**config.mk**
```make
export PLATFORM = sky130hd
export DESIGN_NAME = paging_frame_tracker_unit
export DESIGN_NICKNAME = d
export VERILOG_FILES = /design/src/sv/ptf_pkg.sv /design/src/sv/paging_frame_tracker_unit.sv /design/src/sv/ptf_ram.sv
export SDC_FILE = /design/constraint.sdc
export NUM_CORES = 1
export LEC_CHECK = 0
export ABC_AREA = 1
export ABC_CLOCK_PERIOD_IN_PS = 4350
export BUFFER_PORTS_ARGS = -buffer_cell sky130_fd_sc_hd__buf_2
export CORE_ASPECT_RATIO = 1.25
export CORE_UTILIZATION = 30
export DETAILED_ROUTE_END_ITERATION = 8
export GPL_TIMING_DRIVEN = 0
export PLACE_DENSITY = 0.53
export REMOVE_ABC_BUFFERS = 1
export SETUP_SLACK_MARGIN = 0.4
export SLEW_MARGIN = 20
export SYNTH_ARGS = -nofsm -noshare
export SYNTH_HDL_FRONTEND = slang
export SYNTH_SLANG_ARGS = --single-unit
```
**constraint.sdc**
```tcl
create_clock -name clk -period 4.35 [get_ports clk]
set_input_delay 0.435 -clock clk [delete_from_list [all_inputs] [get_ports clk]]
set_output_delay 0.435 -clock clk [all_outputs]
set_load 0.02 [all_outputs]
```
**src/sv/ptf_pkg.sv**
```systemverilog
// paging frame tracker: shared types, field widths, codes and helpers
// no dependencies; imported by the top level, the checker and the testbench

package ptf_pkg;

  // field widths
  localparam int SFN_W   = 10;
  localparam int CYC_W   = 11;
  localparam int UEID_W  = 10;
  localparam int RECID_W = 16;
  localparam int MODE_W  = 2;

  // frame counter wraps at this value
  localparam int SFN_MODULO    = 1024;
  // a resync after first lock only lands on multiples of this
  localparam int RESYNC_PERIOD = 80;

  // defaults
  localparam int                FRAME_SLOTS_DEF = 8;
  localparam logic [UEID_W-1:0] UE_ID_RST       = UEID_W'(102);

  // restoring divider steps, one quotient bit per step
  localparam int DIV_STEPS = CYC_W;
  localparam int DCNT_W    = $clog2(DIV_STEPS);

  // shared add/sub unit: 12-bit operands plus a borrow bit
  localparam int ALU_W   = CYC_W + 2;
  // running paging frame, below 2048 + T at most
  localparam int FRAME_W = CYC_W + 1;

  // beat layouts
  localparam int IN_DATA_W  = 48;
  localparam int OUT_DATA_W = 16;

  localparam int IN_SFN_LSB   = 0;
  localparam int IN_DRX_LSB   = IN_SFN_LSB + SFN_W;
  localparam int IN_N_LSB     = IN_DRX_LSB + CYC_W;
  localparam int IN_RECID_LSB = IN_N_LSB + CYC_W;

  localparam int OUT_SFN_LSB  = 0;
  localparam int OUT_SYNC_BIT = SFN_W;
  localparam int OUT_PF_BIT   = SFN_W + 1;
  localparam int OUT_PAGE_BIT = SFN_W + 2;
  localparam int OUT_USED_W   = SFN_W + 3;

  // item kinds carried in tuser
  typedef enum logic [MODE_W-1:0] {
    MODE_TICK = 2'd0,
    MODE_MIB  = 2'd1,
    MODE_SIB1 = 2'd2,
    MODE_REC  = 2'd3
  } ptf_mode_t;

  // sequencer states
  typedef enum logic [2:0] {
    ST_IDLE,
    ST_DIV_Q,
    ST_DIV_R,
    ST_MUL,
    ST_FILL,
    ST_SCAN,
    ST_DONE
  } ptf_state_t;

  // true when v is a multiple of the resync period (independent compares)
  function automatic logic is_resync_frame(input logic [SFN_W-1:0] v);
    logic hit;
    hit = 1'b0;
    for (int k = 0; k <= (SFN_MODULO - 1) / RESYNC_PERIOD; k++) begin
      hit = hit | (v == SFN_W'(k * RESYNC_PERIOD));
    end
    return hit;
  endfunction

endpackage

```
**src/sv/paging_frame_tracker_unit.sv**
```systemverilog
// paging frame tracker top level: frame counter, sync flag, paging setup sequencer
// depends on ptf_pkg and ptf_ram (paging frame store)
// tick, MIB and record items go from idle through the frame store scan to done; a
//   SIB1 item with nonzero cycle and N first runs two divisions of 11 divider steps,
//   one multiply and the fill of up to FRAME_SLOTS slots. a beat is taken only in
//   idle, after the one-slot-per-cycle scan and hand-off. reset (rst_n, synchronous)
//   clears counter, sync flag and slot valid bits; the identity returns to 102

module paging_frame_tracker_unit
  import ptf_pkg::*;
#(
  parameter int FRAME_SLOTS = FRAME_SLOTS_DEF
) (
  input  logic                  clk,
  input  logic                  rst_n,
  // config: ue_identity
  input  logic                  cfg_we,
  input  logic [UEID_W-1:0]     cfg_wdata,
  // input beats
  input  logic                  in_tvalid,
  output logic                  in_tready,
  // frame_no[9:0], paging_cycle[20:10], n_value[31:21], paging_ue_id[47:32]
  input  logic [IN_DATA_W-1:0]  in_tdata,
  // mode[1:0]
  input  logic [MODE_W-1:0]     in_tuser,
  // result beats
  output logic                  out_tvalid,
  input  logic                  out_tready,
  // current_sfn[9:0], synced[10], in_paging_frame[11], paged[12], zero[15:13]
  output logic [OUT_DATA_W-1:0] out_tdata
);

  localparam int IDX_W = (FRAME_SLOTS > 1) ? $clog2(FRAME_SLOTS) : 1;
  localparam int CNT_W = $clog2(FRAME_SLOTS + 1);

  // input fields
  logic [SFN_W-1:0]   in_sfn;
  logic [CYC_W-1:0]   in_drx;
  logic [CYC_W-1:0]   in_n;
  logic [RECID_W-1:0] in_recid;
  ptf_mode_t          in_mode;

  assign in_sfn   = in_tdata[IN_SFN_LSB +: SFN_W];
  assign in_drx   = in_tdata[IN_DRX_LSB +: CYC_W];
  assign in_n     = in_tdata[IN_N_LSB +: CYC_W];
  assign in_recid = in_tdata[IN_RECID_LSB +: RECID_W];
  assign in_mode  = ptf_mode_t'(in_tuser);

  // registers
  ptf_state_t              state_r, state_nxt;
  logic [UEID_W-1:0]       ue_id_r;
  logic [SFN_W-1:0]        sfn_r, sfn_nxt;
  logic                    sync_r, sync_nxt;
  logic [FRAME_SLOTS-1:0]  valid_r, valid_nxt;
  ptf_mode_t               mode_r, mode_nxt;
  logic [CYC_W-1:0]        t_r, t_nxt;
  logic [CYC_W-1:0]        n_r, n_nxt;
  logic [RECID_W-1:0]      recid_r, recid_nxt;
  logic [CYC_W-1:0]        quo_r, quo_nxt;
  logic [CYC_W-1:0]        rem_r, rem_nxt;
  logic [CYC_W-1:0]        q_r, q_nxt;
  logic [DCNT_W-1:0]       dcnt_r, dcnt_nxt;
  logic [FRAME_W-1:0]      frame_r, frame_nxt;
  logic [CNT_W-1:0]        cnt_r, cnt_nxt;
  logic                    rd_pend_r, rd_pend_nxt;
  logic                    vq_r, vq_nxt;
  logic                    hit_r, hit_nxt;
  logic                    out_valid_r, out_valid_nxt;
  logic [OUT_DATA_W-1:0]   out_data_r, out_data_nxt;

  // shared add/sub unit
  logic [ALU_W-1:0] alu_a, alu_b, alu_res;
  logic             alu_sub;

  assign alu_res = alu_a + (alu_sub ? ~alu_b : alu_b) + ALU_W'(alu_sub);

  // frame store
  logic             ram_we;
  logic [IDX_W-1:0] ram_waddr, ram_raddr;
  logic [SFN_W-1:0] ram_wdata, ram_rdata;

  ptf_ram #(
    .WIDTH (SFN_W),
    .DEPTH (FRAME_SLOTS),
    .AW    (IDX_W)
  ) u_frames (
    .clk   (clk),
    .we    (ram_we),
    .waddr (ram_waddr),
    .wdata (ram_wdata),
    .raddr (ram_raddr),
    .rdata (ram_rdata)
  );

  // divider step helpers
  logic [CYC_W:0]   div_shift;
  logic             div_fit;
  logic [SFN_W-1:0] slot_val;
  logic             slot_match;

  assign div_shift  = {rem_r, quo_r[CYC_W-1]};
  assign div_fit    = ~alu_res[ALU_W-1];
  assign slot_val   = vq_r ? ram_rdata : '0;
  assign slot_match = rd_pend_r && (slot_val == sfn_r);

  assign in_tready  = (state_r == ST_IDLE);
  assign out_tvalid = out_valid_r;
  assign out_tdata  = out_data_r;

  // config register
  always_ff @(posedge clk) begin
    if (!rst_n) begin
      ue_id_r <= UE_ID_RST;
    end else if (cfg_we) begin
      ue_id_r <= cfg_wdata;
    end
  end

  // control and state registers
  always_ff @(posedge clk) begin
    if (!rst_n) begin
      state_r     <= ST_IDLE;
      sfn_r       <= '0;
      sync_r      <= 1'b0;
      valid_r     <= '0;
      rd_pend_r   <= 1'b0;
      out_valid_r <= 1'b0;
    end else begin
      state_r     <= state_nxt;
      sfn_r       <= sfn_nxt;
      sync_r      <= sync_nxt;
      valid_r     <= valid_nxt;
      rd_pend_r   <= rd_pend_nxt;
      out_valid_r <= out_valid_nxt;
    end
  end

  // payload and working registers
  always_ff @(posedge clk) begin
    mode_r     <= mode_nxt;
    t_r        <= t_nxt;
    n_r        <= n_nxt;
    recid_r    <= recid_nxt;
    quo_r      <= quo_nxt;
    rem_r      <= rem_nxt;
    q_r        <= q_nxt;
    dcnt_r     <= dcnt_nxt;
    frame_r    <= frame_nxt;
    cnt_r      <= cnt_nxt;
    vq_r       <= vq_nxt;
    hit_r      <= hit_nxt;
    out_data_r <= out_data_nxt;
  end

  // sequencer: next state and datapath control
  always_comb begin
    state_nxt     = state_r;
    sfn_nxt       = sfn_r;
    sync_nxt      = sync_r;
    valid_nxt     = valid_r;
    mode_nxt      = mode_r;
    t_nxt         = t_r;
    n_nxt         = n_r;
    recid_nxt     = recid_r;
    quo_nxt       = quo_r;
    rem_nxt       = rem_r;
    q_nxt         = q_r;
    dcnt_nxt      = dcnt_r;
    frame_nxt     = frame_r;
    cnt_nxt       = cnt_r;
    rd_pend_nxt   = 1'b0;
    vq_nxt        = vq_r;
    hit_nxt       = hit_r;
    out_valid_nxt = out_valid_r;
    out_data_nxt  = out_data_r;
    alu_a         = '0;
    alu_b         = '0;
    alu_sub       = 1'b0;
    ram_we        = 1'b0;
    ram_waddr     = cnt_r[IDX_W-1:0];
    ram_wdata     = frame_r[SFN_W-1:0];
    ram_raddr     = cnt_r[IDX_W-1:0];

    // output register drains independently
    if (out_valid_r && out_tready) begin
      out_valid_nxt = 1'b0;
    end

    case (state_r)
      ST_IDLE: begin
        if (in_tvalid) begin
          mode_nxt  = in_mode;
          t_nxt     = in_drx;
          n_nxt     = in_n;
          recid_nxt = in_recid;
          quo_nxt   = in_drx;
          rem_nxt   = '0;
          dcnt_nxt  = '0;
          cnt_nxt   = '0;
          hit_nxt   = 1'b0;
          state_nxt = ST_SCAN;
          case (in_mode)
            MODE_TICK: begin
              sfn_nxt = sfn_r + SFN_W'(1);
            end
            MODE_MIB: begin
              if (!sync_r) begin
                sfn_nxt  = in_sfn;
                sync_nxt = 1'b1;
              end else if (is_resync_frame(in_sfn)) begin
                sfn_nxt = in_sfn;
              end
            end
            MODE_SIB1: begin
              if ((in_n != '0) && (in_drx != '0)) begin
                state_nxt = ST_DIV_Q;
              end
            end
            default: begin
            end
          endcase
        end
      end

      // quotient T / N, one bit per cycle
      ST_DIV_Q: begin
        alu_a   = ALU_W'(div_shift);
        alu_b   = ALU_W'(n_r);
        alu_sub = 1'b1;
        rem_nxt = div_fit ? alu_res[CYC_W-1:0] : div_shift[CYC_W-1:0];
        quo_nxt = {quo_r[CYC_W-2:0], div_fit};
        dcnt_nxt = dcnt_r + DCNT_W'(1);
        if (dcnt_r == DCNT_W'(DIV_STEPS - 1)) begin
          q_nxt     = {quo_r[CYC_W-2:0], div_fit};
          quo_nxt   = CYC_W'(ue_id_r);
          rem_nxt   = '0;
          dcnt_nxt  = '0;
          state_nxt = ST_DIV_R;
        end
      end

      // remainder ue_identity mod N on the same unit
      ST_DIV_R: begin
        alu_a   = ALU_W'(div_shift);
        alu_b   = ALU_W'(n_r);
        alu_sub = 1'b1;
        rem_nxt = div_fit ? alu_res[CYC_W-1:0] : div_shift[CYC_W-1:0];
        quo_nxt = {quo_r[CYC_W-2:0], div_fit};
        dcnt_nxt = dcnt_r + DCNT_W'(1);
        if (dcnt_r == DCNT_W'(DIV_STEPS - 1)) begin
          state_nxt = ST_MUL;
        end
      end

      // first paging frame; the product stays below T so the low bits suffice
      ST_MUL: begin
        frame_nxt = FRAME_W'(q_r * rem_r);
        cnt_nxt   = '0;
        state_nxt = ST_FILL;
      end

      // one slot per cycle while the frame stays below the wrap, up to FRAME_SLOTS slots
      ST_FILL: begin
        if ((cnt_r == CNT_W'(FRAME_SLOTS)) || (frame_r[FRAME_W-1:SFN_W] != '0)) begin
          cnt_nxt   = '0;
          state_nxt = ST_SCAN;
        end else begin
          ram_we                       = 1'b1;
          valid_nxt[cnt_r[IDX_W-1:0]]  = 1'b1;
          alu_a                        = ALU_W'(frame_r);
          alu_b                        = ALU_W'(t_r);
          frame_nxt                    = alu_res[FRAME_W-1:0];
          cnt_nxt                      = cnt_r + CNT_W'(1);
        end
      end

      // read each slot and compare the registered read data with the counter
      ST_SCAN: begin
        if (slot_match) begin
          hit_nxt = 1'b1;
        end
        if (cnt_r != CNT_W'(FRAME_SLOTS)) begin
          rd_pend_nxt = 1'b1;
          vq_nxt      = valid_r[cnt_r[IDX_W-1:0]];
          cnt_nxt     = cnt_r + CNT_W'(1);
        end else begin
          state_nxt = ST_DONE;
        end
      end

      // hand the result to the output register once it is free
      ST_DONE: begin
        if (!out_valid_r || out_tready) begin
          out_valid_nxt = 1'b1;
          out_data_nxt  = '0;
          out_data_nxt[OUT_SFN_LSB +: SFN_W] = sfn_r;
          out_data_nxt[OUT_SYNC_BIT]         = sync_r;
          out_data_nxt[OUT_PF_BIT]           = hit_r;
          out_data_nxt[OUT_PAGE_BIT]         = (mode_r == MODE_REC) && hit_r &&
                                               (recid_r == RECID_W'(ue_id_r));
          state_nxt = ST_IDLE;
        end
      end

      default: begin
        state_nxt = ST_IDLE;
      end
    endcase
  end

endmodule

```
**src/sv/ptf_ram.sv**
```systemverilog
// paging frame tracker: generic single-write, single-read ram, registered read
// depends on nothing; used by the top level as the paging frame store

module ptf_ram #(
  parameter int WIDTH = 10,
  parameter int DEPTH = 8,
  parameter int AW    = (DEPTH > 1) ? $clog2(DEPTH) : 1
) (
  input  logic             clk,
  input  logic             we,
  input  logic [AW-1:0]    waddr,
  input  logic [WIDTH-1:0] wdata,
  input  logic [AW-1:0]    raddr,
  output logic [WIDTH-1:0] rdata
);

  logic [WIDTH-1:0] mem [DEPTH];
  logic [WIDTH-1:0] rdata_r;

  // write port
  always_ff @(posedge clk) begin
    if (we) begin
      mem[waddr] <= wdata;
    end
  end

  // registered read port
  always_ff @(posedge clk) begin
    rdata_r <= mem[raddr];
  end

  assign rdata = rdata_r;

endmodule

```
==> results summary, run 1 <==
The buffer cell driving the clock tree root is sky130_fd_sc_hd__clkbuf_16. The post-route minimum period is about 4600 ps. The maximum clock path buffer count is 3. The distinct cell type count after synthesis came out at 54.

The power per standard cell area is about 890 nW/um2. In this run the vertical extent of the chip is between 200 and 250 um. Among all stages on the critical path, the largest delay is contributed by sky130_fd_sc_hd__fa_2. The fraction of synthesized cell area in xor and xnor cells came out at 0.0253. The number of cells on the worst reg-to-reg path came out at 20. The final hold slack is about 72 ps. The number of hold-repair buffers added at the cts stage came out at 0. Setup repair after global routing could not meet its margin everywhere. The post-synthesis simple-gate area fraction is 0.163.

The standard-cell row count is 82. The switching fraction of total power is 0.423. In this run, the number of DRC markers left after iteration 0 of detailed routing was 653.

The post-synthesis to final-layout area growth is 20.6%. The die covers about 42000 um2. The first-pass GRT wire length is ~50 mm. The final max-slew violation count came out at 0.

The number of top-level design ports came out at 83. The tightest min-delay check is of the in -> reg type. The run finished, with violations left.

For the final routed database, the setup TNS stands at -542 ps. The slew at the pin with the worst max-slew slack came out at about 820 ps. The worst clock skew on the final layout came out at 12.1 ps. The largest fanout of any net on the critical path came out at 3. The first TritonRoute pass finished after 5 iterations. The mean cell area of the mapped netlist came out at just under 10 um2.

The type of destination of the critical path is a flop. The area fraction in compound gates after synthesis is 0.0934. The area inside the core boundary came out at between 40000 and 50000 um2. The category of the worst setup path launch point is a flop.

The number of port buffers came out at 79. In this run the register-to-register setup slack is -250 ps. The number of vias in the routed layout is ~9.1k. The number of standard cells after synthesis is between 1k and 1.5k. The final-report setup violation count is 3.

The DRC violation count after routing came out at 0. The combinational group share of total power came out at 0.564. The initial antenna violation count is 0. The sequential fraction of design power came out at 0.266. The detailed placement HPWL is ~23 mm. The total wire length after detailed routing is 31.9 mm. The fmax came out at approximately 220 MHz. The total global routing overflow came out at 0. The via count of the first global-routing pass is a little over 9k.

The worst setup path is of the reg -> reg kind. The post-detailed-placement cell area came out at approximately 13000 um2. The switching power summed over all nets came out at 0.00563 W. The clock sink total is about 230. The data arrival time of the worst path came out at roughly 4900 ps.

The maximum number of pins on one net before global-route repair is 27. Counting flops and latches in the post-synthesis netlist gives 232. The fraction of synthesized area in multiplexers came out at 0.000807. The initial utilization of the core area, before any placement, comes to 0.307. The number of routed nets with antenna violations came out at 0.

For the worst-skew pair, the clock arrives at the later sink with an insertion delay of about 540 ps. The maximum vdd drop came out at 0.693 mV. The library cells used most frequently in the layout, excluding fill and tap cells, are 279 x sky130_fd_sc_hd__nand2_1, 188 x sky130_fd_sc_hd__edfxtp_1, 176 x sky130_fd_sc_hd__inv_1. The worst slew margin relative to its limit is 0.456. At the end of the flow, the number of nets in the layout was approximately 1.5k.

The share of total power dissipated in the clock network is 0.170. At the end of routability-driven placement, the weighted congestion stood at between 0.8 and 0.9. The critical path goes through buf_6 -> nand2_1 -> inv_1 -> fa_1 -> inv_1 -> fa_1 -> inv_1 -> fa_1 -> inv_1 -> fa_1 -> fa_2 -> inv_2 -> ha_4 -> a21oi_2 -> o21ai_1 -> a31o_2 -> inv_1 -> nand2_1 -> nand3_2 -> nand2_1.

The horizontal extent of the die is about 180 um. In this run the number of H-tree levels came out at 1. TritonCTS created 26 clock buffers. Data on the critical path is required at its endpoint by 4640 ps. The overall fraction of global-route tracks in use is 0.154. The leakage power is 6.35 nW. In the finished design, the share of the clock period the worst path needs comes to 1.06. The final reports fail on negative setup slack. The final setup slack of the worst path is -252 ps. The design area is 15000 um2. Along the worst hold path, the cell count comes to 1. Among the stages of the critical path, the cell type that occurs most often is sky130_fd_sc_hd__inv_1. The library cell used most frequently in the layout, excluding fill and tap cells, is sky130_fd_sc_hd__nand2_1. The fraction of layout cells with a size suffix above 1 came out at 0.198.

The design internal power came out at just under 0.008 W. In this run the cell area of the synthesized design comes to 12400 um2. The max-cap check violation count is 0. TritonCTS built the clock tree. The number of hold violations in the final report was 0. The part of the Yosys area used for sequential elements came out at 0.526. For this run, the slowest stage of the critical path takes 550 ps. The Yosys step of the flow raised 0 warnings.

The average routed wire per standard cell is between 15 and 20 um. By area, the combinational part of the netlist is dominated by simple AND/OR/NAND/NOR gates. The clock-pin slew reported for the worst setup and hold paths after clock tree synthesis is 60 ps.

The number of antenna diodes in the final layout is 0. The average via count per standard cell is around 4.7. Of the total synthesized cell area, the portion taken by full adders, half adders and majority gates is 0.110.
[kinds of logic after synthesis]
group | count (synthesis)
AND/OR/NAND/NOR | 474
buffers and inverters | 249
flip-flops | 232
AO/OA/AOI/OAI | 185
adder cells (fa/ha/maj) | 85
XOR/XNOR | 35
other | 1
multiplexers | 1
[per-stage QoR]
stage               utilization  instances  setup WS, ps  power, W
floorplan                     -       1217          -210   0.00762
global placement          0.328       1842          -841   0.00914
detailed placement        0.333       1857          -897   0.00932
CTS                       0.367       1942          -228    0.0130
global route              0.370       1948          -436    0.0144
finish                    0.370       1948          -252    0.0133
[cells in the mapped netlist, drive strengths merged]
master   instances  share of area
edfxtp         188           0.46
o2111ai          1        0.00071
xnor2           13         0.0098
nor2            72          0.024
mux2i            1        0.00081
o31a             1        0.00071
nor4            10         0.0050
dfxtp           44          0.071
ha              45          0.045
nand3b           1        0.00061
clkinv           1        0.00030
o221ai           1        0.00071
xor2            22          0.016
or2              2         0.0010
a211oi           2         0.0012
inv            201          0.061
o311ai           1        0.00071
a221oi          11         0.0078
conb             1        0.00030
buf             25          0.013
clkbuf          22         0.0068
a22oi           14         0.0085
o211ai           8         0.0048
a21o             1        0.00061
a22o            16          0.011
nor3            22         0.0093
o21ai           56          0.023
o21bai           2         0.0015
a31o             1        0.00071
fa              40          0.065
o22ai            4         0.0020
nand3           54          0.023
o21a             9         0.0054
a32o             2         0.0016
nor4b            1        0.00071
nand4           14         0.0071
nand2          297          0.092
a21oi           55          0.022
nor3b            1        0.00061
[area by class of cell]
type / count / area [um2]
clock buffer: 36 / 718
timing repair buffer: 137 / 896
inverter: 202 / 768
fill: 4106 / 25500
multi-input combinational: 783 / 5190
tap: 546 / 683
clock inverter: 12 / 171
sequential: 232 / 6530
[sequential cells by signal (all words and copies together) (netlist names), 11 cells and up]
signal / flops
u_frames.mem: 80
t_r: 11
recid_r: 16
q_r: 11
n_r: 11
frame_r: 12
out_tdata: 13
quo_r: 11
rem_r: 11
[power groups by stage]
stage | combinational, W | clock [W] | sequential [W]
6_report | 0.00752 | 0.00226 | 0.00355
5_1_grt | 0.00845 | 0.00239 | 0.00359
4_1_cts | 0.00719 | 0.00230 | 0.00355
3_5_place_dp | 0.00565 | 0 | 0.00368
3_3_place_gp | 0.00549 | 0 | 0.00366
2_1_floorplan | 0.00417 | 0 | 0.00345
[repair_timing]
action | 4_1_cts | 5_1_grt
buffers inserted | 37 | 6
gates resized for setup | 57 | 19
pin swaps | 37 | 15
endpoints found under the setup margin | 23 | 18
[final timing paths]
kind                                   start          end
worst max-delay path                rem_r[4]  frame_r[11]
worst min-delay path            in_tdata[38]   recid_r[6]
worst max register to register      rem_r[4]  frame_r[11]
worst min register to register      quo_r[8]       q_r[9]
[per-layer routing]
layer  share of wire  GRT usage
met1            0.43      0.194
met4           0.026     0.0430
met2            0.51      0.277
met5               0          0
met3           0.031     0.0173
[critical path: cells and delay by family, from the launching register on]
kind,cells,cell delay [ps]
buf+inv,7,480
compound gates,3,410
simple gates,4,260
flops,1,490
fa+ha+maj,6,2730
Note: power is estimated with default switching activity, not from simulation.
==> run 2: changes to the inputs <==
ABC_CLOCK_PERIOD_IN_PS = 5700   (was 4350)
PLACE_DENSITY = 0.51   (was 0.53)
clock period = 5.7 ns   (was 4.35 ns; I/O delays follow)
==> results summary, run 2 (same netlist as run 1, synthesis figures left out) <==
The die outline area is 42200 um2 (unchanged). The first-pass GRT wire length is 48.9 mm (was 50.3 mm). The worst slew margin relative to its limit came out at 0.488 (was 0.456).

The via count of the first global-routing pass is 8902 (was 9182). Unrepaired setup endpoints after global routing: false (was true). The depth of the worst hold-timing path came out at 1 (unchanged).

The worst-skew pair later-pin latency is 530 ps (was 540 ps). The post-route minimum period came out at 5020 ps (was 4600 ps). The standard-cell row count is 82 (unchanged).

The worst path required time was 5960 ps (was 4640 ps). The number of levels the H-tree was split into was 1 (unchanged). The total wire length after detailed routing is 31.2 mm (was 31.9 mm). The last weighted congestion value of the routability-driven placer came out at 0.846 (was 0.838).

Cells along the critical path: nand2_1 -> fa_1 -> inv_1 -> fa_1 -> inv_1 -> fa_1 -> inv_1 -> fa_1 -> inv_1 -> fa_1 -> inv_1 -> ha_1 -> inv_1 -> o311ai_0 -> xor2_1 -> nand2_1 -> o21ai_0 (was buf_6 -> nand2_1 -> inv_1 -> fa_1 -> inv_1 -> fa_1 -> inv_1 -> fa_1 -> inv_1 -> fa_1 -> fa_2 -> inv_2 -> ha_4 -> a21oi_2 -> o21ai_1 -> a31o_2 -> inv_1 -> nand2_1 -> nand3_2 -> nand2_1). The clock sink total came out at 232 (unchanged). Commonest cells after routing, fill and taps aside: 289 x sky130_fd_sc_hd__nand2_1, 193 x sky130_fd_sc_hd__inv_1, 188 x sky130_fd_sc_hd__edfxtp_1 (was 279 x sky130_fd_sc_hd__nand2_1, 188 x sky130_fd_sc_hd__edfxtp_1, 176 x sky130_fd_sc_hd__inv_1). The leading cell type in the layout, fill and taps excluded is sky130_fd_sc_hd__nand2_1 (unchanged). The area inside the core boundary came out at 40400 um2 (unchanged). The final-report setup violation count is 0 (was 3).

The number of optimization iterations in the first detailed-route pass came out at 5 (unchanged). The CTS tree is done (unchanged). The number of top-level design ports came out at 83 (unchanged). The number of hold-repair buffers added at the cts stage came out at 0 (unchanged). The number of hold violations in the final report was 0 (unchanged). The number of nets at the end of the flow came out at 1497 (was 1532). The maximum number of pins on one net before global-route repair came out at 27 (unchanged). The worst clock skew on the final layout is 16.3 ps (was 12.1 ps).

Outcome: finished clean (was complete, but fails checks). The vertical die dimension was 229 um (unchanged). The largest fanout of any net on the critical path was 7 (was 3).

The delay of the slowest critical-path stage came to 610 ps (was 550 ps). The initial antenna violation count is 0 (unchanged). The type of the worst setup path is reg -> reg (unchanged). The data arrival time of the worst path was 5280 ps (was 4890 ps). The post-route setup TNS was 0 ps (was -542 ps).

The number of cells on the worst reg-to-reg path is 17 (was 20). The final max-slew violation count came out at 0 (unchanged). The number of port buffers came out at 79 (unchanged).

The category of the worst setup path launch point is a flop (unchanged). The slew at the pin with the worst max-slew slack is 767 ps (was 815 ps). The buffer cell driving the clock tree root was sky130_fd_sc_hd__clkbuf_16 (unchanged).

The register with the highest flop count is u_frames.mem (unchanged). The logic depth of the worst setup path including buffers came to 17 (was 20). The average routed wire per standard cell is 16.3 um (was 16.4 um).

The post-synthesis to final-layout area growth came out at 15.6% (was 20.6%). The fraction of layout cells with a size suffix above 1 came out at 0.138 (was 0.198). The number of vias in the routed layout is 8969 (was 9102). The number of fillers in the final layout is 4163 (was 4106). The total global routing overflow is 0 (unchanged).

The slowest stage cell on the critical path is sky130_fd_sc_hd__edfxtp_1 (was sky130_fd_sc_hd__fa_2). The number of routed nets with antenna violations came out at 0 (unchanged). The buffering stage count on the worst path with inverters included is 6 (was 7).

The clock-pin slew reported for the worst setup and hold paths after clock tree synthesis came out at 60 ps (about the same). The number of CTS-inserted buffers came to 26 (unchanged). The number of flip-flops under the largest register name came out at 80 (unchanged).

The power per standard cell area is 603 nW/um2 (was 891 nW/um2). The number of diodes is 0 (unchanged). The number of violations reported at the end of detailed-routing iteration 0 came out at 511 (was 653). The fmax came out at 199 MHz (was 217 MHz). The max-cap check violation count came to 0 (unchanged). The detailed placement HPWL was 22.7 mm (about the same). The DRC violation count after routing came out at 0 (unchanged). The critical path's most frequent cell is sky130_fd_sc_hd__inv_1 (unchanged). The leakage power came to 6.10 nW (was 6.35 nW). The horizontal extent of the die is 184 um (unchanged). The kind of cell adding the most delay to the critical path was adder cells (unchanged). The path type of the worst min-delay path is in -> reg (unchanged). The overall fraction of global-route tracks in use came out at 0.150 (was 0.154). The post-route fraction of the period consumed by the critical path is 0.881 (was 1.06). The average via count per standard cell is 4.69 (was 4.67). The effective utilization at floorplan came to 0.307 (unchanged). The core utilization of the finished layout came out at 0.355 (was 0.370). The maximum clock path buffer count is 3 (unchanged). The type of destination of the critical path is a flop (unchanged).

The maximum vdd drop is 0.438 mV (was 0.693 mV).
==> run 2: cell count changes in the layout (fill, tap and decap cells not counted), moves of 4 or more <==
cell | before | now
sky130_fd_sc_hd__ha_4 | 9 | 0
sky130_fd_sc_hd__inv_2 | 24 | 8
sky130_fd_sc_hd__a21oi_1 | 51 | 55
sky130_fd_sc_hd__inv_1 | 176 | 193
sky130_fd_sc_hd__nand2_4 | 5 | 1
sky130_fd_sc_hd__ha_1 | 33 | 45
sky130_fd_sc_hd__buf_4 | 39 | 13
sky130_fd_sc_hd__buf_6 | 12 | 4
sky130_fd_sc_hd__nand2_2 | 13 | 7
sky130_fd_sc_hd__nand2_1 | 279 | 289
==> run 2: timing repair <==
action | in CTS | in global routing
hold endpoints to repair | 0 | 0
setup buffers | 0 | 7
resized for setup | 0 | 1
endpoints found under the setup margin | 0 | 5
==> run 2: report_power, final <==
part / total, W / internal [W] / switching [W]
registers: 0.00274 / 0.00240 / 0.000336
logic: 0.00430 / 0.00158 / 0.00272
clock network: 0.00160 / 0.000942 / 0.000661
==> run 2: final cells by class <==
cell class | count | area [um2] | share of cell area
inverter | 202 | 762 | 0.0531
tap | 546 | 683 | 0.0476
timing repair buffer | 102 | 583 | 0.0407
clock buffer | 37 | 733 | 0.0511
sequential | 232 | 6530 | 0.455
multi-input combinational | 783 | 4960 | 0.346
clock inverter | 11 | 95.1 | 0.00663
==> run 2: per-stage QoR <==
stage	hold slack, ps	cells	power [W]	setup slack [ps]	instance area [um2]
after global placement	429	1842	0.00698	533	13200
after detailed placement	430	1858	0.00709	519	13500
final	214	1913	0.00864	680	14300
after CTS	193	1906	0.00873	515	14300
after floorplan	408	1217	0.00581	1140	12200
after global routing	189	1913	0.00946	407	14300
==> run 2: per-layer routing <==
layer,GRT usage,up-vias,wire length [um]
li1,-,4371,-
met1,0.192,4387,13700
met2,0.264,170,15800
met3,0.0186,41,1040
met4,0.0398,0,655
met5,0,-,0
==> run 2: final timing paths <==
| path | slack (ps) | from | endpoint |
|---|---|---|---|
| setup reg to reg | 680 | q_r[5] | frame_r[10] |
| hold reg to reg | 440 | sync_r | out_tdata[10] |
| setup / recovery | 680 | q_r[5] | frame_r[10] |
| hold / removal | 210 | in_tdata[39] | recid_r[7] |
